$ cat src/rtl/rpn_pkg.sv
package rpn_pkg;

   // data and field widths
   localparam int DATA_W          = 32;
   localparam int OPC_W           = 4;
   localparam int CNT_W           = 7;
   localparam int ST_W            = 3;
   localparam int STACK_DEPTH_DEF = 64;

   // opcodes
   localparam logic [OPC_W-1:0] OP_PUSH = 4'd0;
   localparam logic [OPC_W-1:0] OP_ADD  = 4'd1;
   localparam logic [OPC_W-1:0] OP_SUB  = 4'd2;
   localparam logic [OPC_W-1:0] OP_MUL  = 4'd3;
   localparam logic [OPC_W-1:0] OP_DIV  = 4'd4;
   localparam logic [OPC_W-1:0] OP_MIN  = 4'd5;
   localparam logic [OPC_W-1:0] OP_MAX  = 4'd6;
   localparam logic [OPC_W-1:0] OP_NEG  = 4'd7;
   localparam logic [OPC_W-1:0] OP_IF   = 4'd8;
   localparam logic [OPC_W-1:0] OP_END  = 4'd9;

   // status codes
   localparam logic [ST_W-1:0] ST_OK       = 3'd0;
   localparam logic [ST_W-1:0] ST_DIVZERO  = 3'd1;
   localparam logic [ST_W-1:0] ST_UNDER    = 3'd2;
   localparam logic [ST_W-1:0] ST_OVER     = 3'd3;
   localparam logic [ST_W-1:0] ST_LEFTOVER = 3'd4;

   // divider request and response
   typedef struct packed {
      logic              start;
      logic [DATA_W-1:0] dividend;
      logic [DATA_W-1:0] divisor;
   } div_req_type;

   typedef struct packed {
      logic              done;
      logic [DATA_W-1:0] quotient;
   } div_rsp_type;

endpackage

$ cat src/rtl/rpn_ram.sv
module rpn_ram #(
   parameter int WIDTH = 32,
   parameter int DEPTH = 64,
   localparam int AW = $clog2(DEPTH)
) (
   input  logic             clock,
   input  logic             wr_en,
   input  logic [AW-1:0]    wr_addr,
   input  logic [WIDTH-1:0] wr_data,
   input  logic             rd_en,
   input  logic [AW-1:0]    rd_addr,
   output logic [WIDTH-1:0] rd_data
);

   logic [WIDTH-1:0] mem_ff [DEPTH];
   logic [WIDTH-1:0] rd_data_ff;

   // one write port, one registered read port
   always_ff @(posedge clock) begin
      if (wr_en) begin
         mem_ff[wr_addr] <= wr_data;
      end
      if (rd_en) begin
         rd_data_ff <= mem_ff[rd_addr];
      end
   end

   assign rd_data = rd_data_ff;

endmodule

$ cat src/rtl/rpn_div.sv
module rpn_div import rpn_pkg::*; (
   input  logic        clock,
   input  logic        reset,
   input  div_req_type div_req,
   output div_rsp_type div_rsp
);

   localparam int STEP_W = $clog2(DATA_W);

   logic              busy_ff, busy_in;
   logic              done_ff, done_in;
   logic [STEP_W-1:0] step_ff, step_in;
   logic [DATA_W-1:0] rem_ff, rem_in;
   logic [DATA_W-1:0] quo_ff, quo_in;
   logic [DATA_W-1:0] dvs_ff, dvs_in;
   logic              neg_ff, neg_in;
   logic [DATA_W:0]   rem_sh;
   logic [DATA_W:0]   diff;

   // restoring division on magnitudes, one quotient bit per cycle
   always_comb begin
      busy_in = busy_ff;
      done_in = 1'b0;
      step_in = step_ff;
      rem_in  = rem_ff;
      quo_in  = quo_ff;
      dvs_in  = dvs_ff;
      neg_in  = neg_ff;
      rem_sh  = {rem_ff, quo_ff[DATA_W-1]};
      diff    = rem_sh - {1'b0, dvs_ff};
      if (div_req.start) begin
         busy_in = 1'b1;
         step_in = STEP_W'(DATA_W - 1);
         rem_in  = '0;
         quo_in  = div_req.dividend[DATA_W-1] ? (~div_req.dividend + 1'b1)
                                              : div_req.dividend;
         dvs_in  = div_req.divisor[DATA_W-1] ? (~div_req.divisor + 1'b1)
                                             : div_req.divisor;
         neg_in  = div_req.dividend[DATA_W-1] ^ div_req.divisor[DATA_W-1];
      end else if (busy_ff) begin
         if (!diff[DATA_W]) begin
            rem_in = diff[DATA_W-1:0];
            quo_in = {quo_ff[DATA_W-2:0], 1'b1};
         end else begin
            rem_in = rem_sh[DATA_W-1:0];
            quo_in = {quo_ff[DATA_W-2:0], 1'b0};
         end
         step_in = step_ff - 1'b1;
         if (step_ff == '0) begin
            busy_in = 1'b0;
            done_in = 1'b1;
         end
      end
   end

   always_ff @(posedge clock) begin
      if (reset) begin
         busy_ff <= 1'b0;
         done_ff <= 1'b0;
      end else begin
         busy_ff <= busy_in;
         done_ff <= done_in;
      end
      step_ff <= step_in;
      rem_ff  <= rem_in;
      quo_ff  <= quo_in;
      dvs_ff  <= dvs_in;
      neg_ff  <= neg_in;
   end

   // sign fix of the quotient, wraps for the most negative value
   assign div_rsp.done     = done_ff;
   assign div_rsp.quotient = neg_ff ? (~quo_ff + 1'b1) : quo_ff;

endmodule

$ cat src/rtl/rpn_stack_evaluator_core.sv
// channel   direction  handshake            payload
// req       in         req_valid/req_stall  req_opcode, req_number, req_arg_count
// rsp       out        rsp_valid/rsp_stall  rsp_value, rsp_status
//
// one token at a time; req_stall is high from the transfer until the token is done
// push writes in the check state; add/sub/mul/neg/if fetch their operands, then write back
// div waits on the 32-step divider before it writes back; min/max fetch arg_count operands
// operands stream out of the stack memory one per cycle through its single read port
// synchronous reset clears pointer, error and handshake state; no clearing pass
// a waiting result holds in the output register; only the next end waits for it
module rpn_stack_evaluator_core import rpn_pkg::*; #(
   parameter int STACK_DEPTH = STACK_DEPTH_DEF
) (
   input  logic                     clock,
   input  logic                     reset,
   input  logic                     req_valid,
   output logic                     req_stall,
   input  logic [OPC_W-1:0]         req_opcode,
   input  logic signed [DATA_W-1:0] req_number,
   input  logic [CNT_W-1:0]         req_arg_count,
   output logic                     rsp_valid,
   input  logic                     rsp_stall,
   output logic signed [DATA_W-1:0] rsp_value,
   output logic [ST_W-1:0]          rsp_status
);

   localparam int AW   = $clog2(STACK_DEPTH);
   localparam int SPW  = $clog2(STACK_DEPTH + 1);
   localparam int CMPW = (SPW > CNT_W) ? SPW : CNT_W;
   localparam logic [SPW-1:0] SP_FULL = SPW'(STACK_DEPTH);

   typedef enum logic [5:0] {
      S_IDLE  = 6'b000001,
      S_CHECK = 6'b000010,
      S_FETCH = 6'b000100,
      S_EXEC  = 6'b001000,
      S_DIV   = 6'b010000,
      S_END   = 6'b100000
   } state_type;

   state_type                state_ff, state_in;
   logic [OPC_W-1:0]         op_ff, op_in;
   logic [DATA_W-1:0]        num_ff, num_in;
   logic [CNT_W-1:0]         cnt_ff, cnt_in;
   logic [SPW-1:0]           sp_ff, sp_in;
   logic [ST_W-1:0]          err_ff, err_in;
   logic [SPW-1:0]           need_ff, need_in;
   logic [SPW-1:0]           issued_ff, issued_in;
   logic [SPW-1:0]           recv_ff, recv_in;
   logic                     pend_ff, pend_in;
   logic [DATA_W-1:0]        top_ff, top_in;
   logic [DATA_W-1:0]        sec_ff, sec_in;
   logic [DATA_W-1:0]        thr_ff, thr_in;
   logic [DATA_W-1:0]        best_ff, best_in;
   logic [ST_W-1:0]          end_st_ff, end_st_in;
   logic                     rsp_valid_ff, rsp_valid_in;
   logic signed [DATA_W-1:0] rsp_value_ff, rsp_value_in;
   logic [ST_W-1:0]          rsp_status_ff, rsp_status_in;

   logic [CMPW-1:0]   need_cmp;
   logic [SPW-1:0]    rd_ptr;
   logic [SPW-1:0]    wr_ptr;
   logic [SPW-1:0]    sp_after;
   logic              wr_en;
   logic [AW-1:0]     wr_addr;
   logic [DATA_W-1:0] wr_data;
   logic              rd_en;
   logic [DATA_W-1:0] rd_data;
   div_req_type       div_req;
   div_rsp_type       div_rsp;

   // operand stack storage
   rpn_ram #(
      .WIDTH (DATA_W),
      .DEPTH (STACK_DEPTH)
   ) u_stack (
      .clock   (clock),
      .wr_en   (wr_en),
      .wr_addr (wr_addr),
      .wr_data (wr_data),
      .rd_en   (rd_en),
      .rd_addr (rd_ptr[AW-1:0]),
      .rd_data (rd_data)
   );

   // sequential divider used by div
   rpn_div u_div (
      .clock   (clock),
      .reset   (reset),
      .div_req (div_req),
      .div_rsp (div_rsp)
   );

   // operands each opcode pops
   always_comb begin
      unique case (op_ff)
         OP_ADD, OP_SUB, OP_MUL, OP_DIV: need_cmp = CMPW'(2);
         OP_NEG, OP_END:                 need_cmp = CMPW'(1);
         OP_IF:                          need_cmp = CMPW'(3);
         OP_MIN, OP_MAX:                 need_cmp = CMPW'(cnt_ff);
         default:                        need_cmp = '0;
      endcase
   end

   // stack addresses: next read walks down from the top, result lands at the deepest pop
   assign rd_ptr   = sp_ff - SPW'(1) - issued_ff;
   assign wr_ptr   = sp_ff - need_ff;
   assign sp_after = wr_ptr + SPW'(1);

   // token sequencer
   always_comb begin
      state_in      = state_ff;
      op_in         = op_ff;
      num_in        = num_ff;
      cnt_in        = cnt_ff;
      sp_in         = sp_ff;
      err_in        = err_ff;
      need_in       = need_ff;
      issued_in     = issued_ff;
      recv_in       = recv_ff;
      pend_in       = 1'b0;
      top_in        = top_ff;
      sec_in        = sec_ff;
      thr_in        = thr_ff;
      best_in       = best_ff;
      end_st_in     = end_st_ff;
      rsp_valid_in  = rsp_valid_ff;
      rsp_value_in  = rsp_value_ff;
      rsp_status_in = rsp_status_ff;
      wr_en         = 1'b0;
      wr_addr       = wr_ptr[AW-1:0];
      wr_data       = '0;
      rd_en         = 1'b0;
      div_req       = '0;

      // result register drains on a transfer
      if (rsp_valid_ff && !rsp_stall) begin
         rsp_valid_in = 1'b0;
      end

      unique case (state_ff)
         S_IDLE: begin
            if (req_valid) begin
               op_in    = req_opcode;
               num_in   = req_number;
               cnt_in   = req_arg_count;
               state_in = S_CHECK;
            end
         end

         S_CHECK: begin
            issued_in = '0;
            recv_in   = '0;
            state_in  = S_IDLE;
            if (op_ff == OP_END) begin
               if (err_ff != ST_OK) begin
                  end_st_in = err_ff;
               end else if (sp_ff == '0) begin
                  end_st_in = ST_UNDER;
               end else if (sp_ff != SPW'(1)) begin
                  end_st_in = ST_LEFTOVER;
               end else begin
                  end_st_in = ST_OK;
               end
               if (err_ff == ST_OK && sp_ff == SPW'(1)) begin
                  need_in  = SPW'(1);
                  state_in = S_FETCH;
               end else begin
                  state_in = S_END;
               end
            end else if (err_ff != ST_OK || op_ff > OP_END) begin
               state_in = S_IDLE;
            end else if (op_ff == OP_PUSH) begin
               if (sp_ff == SP_FULL) begin
                  err_in = ST_OVER;
               end else begin
                  wr_en   = 1'b1;
                  wr_addr = sp_ff[AW-1:0];
                  wr_data = num_ff;
                  sp_in   = sp_ff + SPW'(1);
               end
            end else if (need_cmp == '0 || need_cmp > CMPW'(sp_ff)) begin
               err_in = ST_UNDER;
            end else begin
               need_in  = need_cmp[SPW-1:0];
               state_in = S_FETCH;
            end
         end

         S_FETCH: begin
            // one read issued per cycle, data caught in the cycle after
            if (issued_ff < need_ff) begin
               rd_en     = 1'b1;
               issued_in = issued_ff + SPW'(1);
               pend_in   = 1'b1;
            end
            if (pend_ff) begin
               recv_in = recv_ff + SPW'(1);
               if (recv_ff == '0) begin
                  top_in  = rd_data;
                  best_in = rd_data;
               end else if (op_ff == OP_MIN) begin
                  if ($signed(rd_data) < $signed(best_ff)) begin
                     best_in = rd_data;
                  end
               end else if ($signed(rd_data) > $signed(best_ff)) begin
                  best_in = rd_data;
               end
               if (recv_ff == SPW'(1)) begin
                  sec_in = rd_data;
               end
               if (recv_ff == SPW'(2)) begin
                  thr_in = rd_data;
               end
               if (recv_ff + SPW'(1) == need_ff) begin
                  state_in = S_EXEC;
               end
            end
         end

         S_EXEC: begin
            state_in = S_IDLE;
            wr_en    = 1'b1;
            sp_in    = sp_after;
            unique case (op_ff)
               OP_ADD: wr_data = sec_ff + top_ff;
               OP_SUB: wr_data = sec_ff - top_ff;
               OP_MUL: wr_data = sec_ff * top_ff;
               OP_NEG: wr_data = '0 - top_ff;
               OP_IF:  wr_data = ($signed(thr_ff) > 0) ? sec_ff : top_ff;
               OP_MIN, OP_MAX: wr_data = best_ff;
               OP_DIV: begin
                  wr_en = 1'b0;
                  sp_in = sp_ff;
                  if (top_ff == '0) begin
                     err_in = ST_DIVZERO;
                  end else begin
                     div_req.start    = 1'b1;
                     div_req.dividend = sec_ff;
                     div_req.divisor  = top_ff;
                     state_in         = S_DIV;
                  end
               end
               OP_END: begin
                  wr_en    = 1'b0;
                  sp_in    = sp_ff;
                  state_in = S_END;
               end
               default: begin
                  wr_en = 1'b0;
                  sp_in = sp_ff;
               end
            endcase
         end

         S_DIV: begin
            if (div_rsp.done) begin
               wr_en    = 1'b1;
               wr_data  = div_rsp.quotient;
               sp_in    = sp_after;
               state_in = S_IDLE;
            end
         end

         S_END: begin
            // load the result once the output register is free
            if (!rsp_valid_ff || !rsp_stall) begin
               rsp_valid_in  = 1'b1;
               rsp_value_in  = (end_st_ff == ST_OK) ? $signed(top_ff) : '0;
               rsp_status_in = end_st_ff;
               sp_in         = '0;
               err_in        = ST_OK;
               state_in      = S_IDLE;
            end
         end

         default: state_in = S_IDLE;
      endcase
   end

   always_ff @(posedge clock) begin
      if (reset) begin
         state_ff     <= S_IDLE;
         sp_ff        <= '0;
         err_ff       <= ST_OK;
         pend_ff      <= 1'b0;
         issued_ff    <= '0;
         recv_ff      <= '0;
         rsp_valid_ff <= 1'b0;
      end else begin
         state_ff     <= state_in;
         sp_ff        <= sp_in;
         err_ff       <= err_in;
         pend_ff      <= pend_in;
         issued_ff    <= issued_in;
         recv_ff      <= recv_in;
         rsp_valid_ff <= rsp_valid_in;
      end
      op_ff         <= op_in;
      num_ff        <= num_in;
      cnt_ff        <= cnt_in;
      need_ff       <= need_in;
      top_ff        <= top_in;
      sec_ff        <= sec_in;
      thr_ff        <= thr_in;
      best_ff       <= best_in;
      end_st_ff     <= end_st_in;
      rsp_value_ff  <= rsp_value_in;
      rsp_status_ff <= rsp_status_in;
   end

   // port drive
   assign req_stall  = (state_ff != S_IDLE);
   assign rsp_valid  = rsp_valid_ff;
   assign rsp_value  = rsp_value_ff;
   assign rsp_status = rsp_status_ff;

endmodule

$ cat config.mk
export PLATFORM = sky130hd
export DESIGN_NAME = rpn_stack_evaluator_core
export DESIGN_NICKNAME = d
export VERILOG_FILES = /design/src/rtl/rpn_pkg.sv /design/src/rtl/rpn_ram.sv /design/src/rtl/rpn_div.sv /design/src/rtl/rpn_stack_evaluator_core.sv
export SDC_FILE = /design/constraint.sdc
export NUM_CORES = 2
export LEC_CHECK = 0
export BUFFER_PORTS_ARGS = -buffer_cell sky130_fd_sc_hd__buf_2
export CAP_MARGIN = 0
export CORE_MARGIN = 2
export CORE_UTILIZATION = 55
export DETAILED_ROUTE_END_ITERATION = 12
export PLACE_DENSITY = 0.83
export RECOVER_POWER = 100
export SLEW_MARGIN = 10
export SYNTH_ARGS = -nofsm -noshare
export SYNTH_HDL_FRONTEND = slang
export SYNTH_SLANG_ARGS = --single-unit
export TNS_END_PERCENT = 5
$ cat constraint.sdc
create_clock -name clock -period 9.5 [get_ports clock]
set_clock_uncertainty 0.15 [all_clocks]
set_input_delay 0 -clock clock [delete_from_list [all_inputs] [get_ports clock]]
set_output_delay 0 -clock clock [all_outputs]
set_load 0.01 [all_outputs]
==> impl_metrics.ini <==
[status]
status = complete, but fails checks
violations = max-capacitance violations, max-slew violations

[routing]
wl_per_cell_um = 37.26
routed_via_density = 6.895
ant_nets = 0
wl_um = 395300
drc = 0
vias = 73150
drt_first_pass_iters = 6
drtIter0Drc = 11000

[global_route]
grt_pass1_vias = 73430
track_usage_pct = 36.57
grt-ovfl-total = 0
grt_antenna_before_repair = 23
grt_pass1_wl_um = 557500
grt_max_degree = 144

[synth]
synth_top_cell_by_area = edfxtp_1
yosysSeqAreaShare_pct = 61.34
synth_edf_count = 2361
synthTopCellsByArea = edfxtp_1 60%, mux4_2 12%, fa_1 7.0%
synth_top_area_share_pct = 60.15
async_flop_share_pct = 0
syn_inst = 7308
dominantRegCellSynth = edfxtp_1
yosys_warnings = 0
ys_types = 81
avgSynthCellArea_um2 = 16.13
synth_seq_cells = 2431
syn_nets = 8051
synthesis.area_mm2 = 0.1179

[finish]
multi_input_area_mm2 = 0.04278
register_area_mm2 = 0.07230
post-route-util_pct = 61.65
nFillCells = 14540
largest_reg_flops = 2048
regMostFlops = u_stack.mem_ff
syn_to_final_growth_pct = 11.14
fin_cells = 10610
design_area_mm2 = 0.1310
drive_gt1_share_pct = 16.65
nNetsFinal = 8327

[sta]
tightest_slew_ns = 3.866
fin_ws_ns = 0.1911
setup_viol = 0
fin_hold_ws_ns = 0.09999
rsz0062_at_grt = false
finalHoldViolCount = 0
max_freq_mhz = 107.4
relSlewSlack_pct = -157.7
final.period_utilization_pct = 97.99
finalCriticalPeriod_ns = 9.309
slew_violations = 3544

[worst_setup_path]
endpoint = u_stack.rd_data[14]$_DFFE_PP_
path_class = reg -> reg
critPathLaunchType = flip-flop
cp_max_fo = 143
arrival_ns = 9.73
regToRegSetupSlack_ns = 0.19
critical_path_required_ns = 9.92
reg2reg_to = u_stack.rd_data[14]$_DFFE_PP_
cp-end-kind = flip-flop
rr_startpoint = sp_ff[1]$_SDFFE_PP0P_
rr_worst_depth = 7
crit_path_start = sp_ff[1]$_SDFFE_PP0P_

[clock_network]
clock_latency_ns = 0.95
cts_setup_buffers = 0
cts_tree = yes
clk_pin_slew_ns = 0.07
htreeDepth = 4
cts-buffers-inserted = 232
cts_root_buffer = clkbuf_16
cts_max_path_buffers = 3
clock_sinks = 2431

[die]
start_util_pct = 55.47
die_w_um = 466.9
core_mm2 = 0.2125
ios = 84
dieArea_mm2 = 0.2180
rows = 169
die_h_um = 466.9

[flow_run]
cap_violations = 94

[pwr]
intPower_mw = 16.59
swShare_pct = 21.79
power_frac_seq_pct = 54.9
powerDensity_mw_per_mm2 = 161.9
power_frac_clock_pct = 43.9
power_leakage_nw = 50.93
p_comb_share_pct = 1.3
power.switching_mw = 4.622
vdd_ir_drop_max_mv = 0.3334

[placed_design]
dpl.hpwl_um = 224000
gp_congestion = 0.9813
dpl.cell_count = 10080
pre_cts_slack_ns = 0.3963
post_dp_cell_area_mm2 = 0.1234
portBuffers = 83

[min_path]
hold_class = in -> reg
worstHoldStart = req_valid
-- cell usage in the layout, fill, tap and decap left out, types with 93 or more instances in the layout --
cell	count
buf_4	126
and2_1	351
clkbuf_16	233
xor2_1	93
xnor2_1	175
fa_1	413
mux2i_1	93
inv_1	543
clkbuf_1	182
o21ai_0	206
ha_1	282
mux4_2	640
a21oi_1	208
nand2_1	423
edfxtp_1	2361
nor2_1	215
-- per-stage QoR --
| stage | setup TNS (ns) | total power [mW] |
|---|---|---|
| 6_report | 0 | 21.21 |
| 5_1_grt | 0 | 21.58 |
| 4_1_cts | 0 | 21.21 |
| 2_1_floorplan | -83.48 | 11.99 |
| 3_5_place_dp | 0 | 12.11 |
| 3_3_place_gp | 0 | 12.10 |
-- layer usage --
metal,vias up,wire [um],track usage (%)
met2,6361,187500,58.69
met3,1627,42660,7.434
met4,6,40270,27.93
li1,28140,-,-
met1,37020,124900,43.72
met5,-,33,0
-- power by group through the flow --
stage                     combinational [mW]  sequential, mW  clock (mW)
after floorplan                        0.137            11.9           0
after global placement                 0.233            11.9           0
after detailed placement               0.237            11.9           0
after global routing                   0.285            11.6        9.66
after CTS                              0.268            11.6        9.31
final                                  0.271            11.6        9.30
-- layout make-up --
type,instances,share of cell area [%]
clock buffers,283,4.609
multi-input cells,3951,32.65
clock inverters,145,1.016
repair buffers,424,2.257
inverters,544,1.560
well taps,2821,2.694
flip-flops and latches,2431,55.19
diodes,10,0.01910
-- worst max-delay path, stage by stage, from the launching register on --
cell,delay (ns)
dfxtp_1,0.60
inv_1,0.24
fa_1,2.42
buf_2,2.79
mux4_2,0.56
mux4_2,0.63
a211oi_1,1.03
a21oi_1,0.15
-- cells by family after synthesis --
group	count (synthesis)	synth area share, %
compound gates	809	4.364
simple gates	1421	6.100
fa+ha+maj	697	10.03
flops	2431	61.34
buf+inv	926	2.958
xor+xnor	273	2.028
mux	751	13.19
-- Yosys cell counts, types with 15 or more instances --
library cell     n
nor2b_1         57
o221ai_1        18
and3_1          21
a21oi_1        208
nor2_1         266
o21bai_1        18
nor3_1          54
o22ai_1         17
xor2_1          94
nand2b_1        35
a22oi_1         23
nand4_1         25
nand3_1         48
a31oi_1         32
edfxtp_1      2361
o211ai_1        15
o31ai_1         32
mux2i_1         95
o21a_1          23
or3_1           16
mux4_2         640
inv_1          543
nor4_1          20
xnor2_1        179
clkbuf_1       300
nand2_1        424
fa_1           413
buf_1           78
a21o_1          50
and2_1         386
mux2_2          16
o21ai_0        217
ha_1           283
dfxtp_1         70
a211oi_1        58
-- repair_timing --
action                                  in CTS  in global routing
endpoints found under the hold margin      154                  0
endpoints found under the setup margin       0                  0
hold buffers                                92                  0
gates resized for setup                      0                  0
-- how the worst min path moves through the flow --
stage | end | depth (start not counted) | slack (ns)
2_1_floorplan | cnt_ff[0]$_DFFE_PP_ | 0 | -0.05
3_3_place_gp | cnt_ff[4]$_DFFE_PP_ | 1 | 0.03
3_5_place_dp | num_ff[1]$_DFFE_PP_ | 1 | 0.03
4_1_cts | state_ff[3]$_SDFFE_PP0P_ | 5 | 0.08
5_1_grt | state_ff[3]$_SDFFE_PP0P_ | 5 | 0.12
6_report | state_ff[3]$_SDFFE_PP0P_ | 5 | 0.1
(Power assumes the default switching activity.)
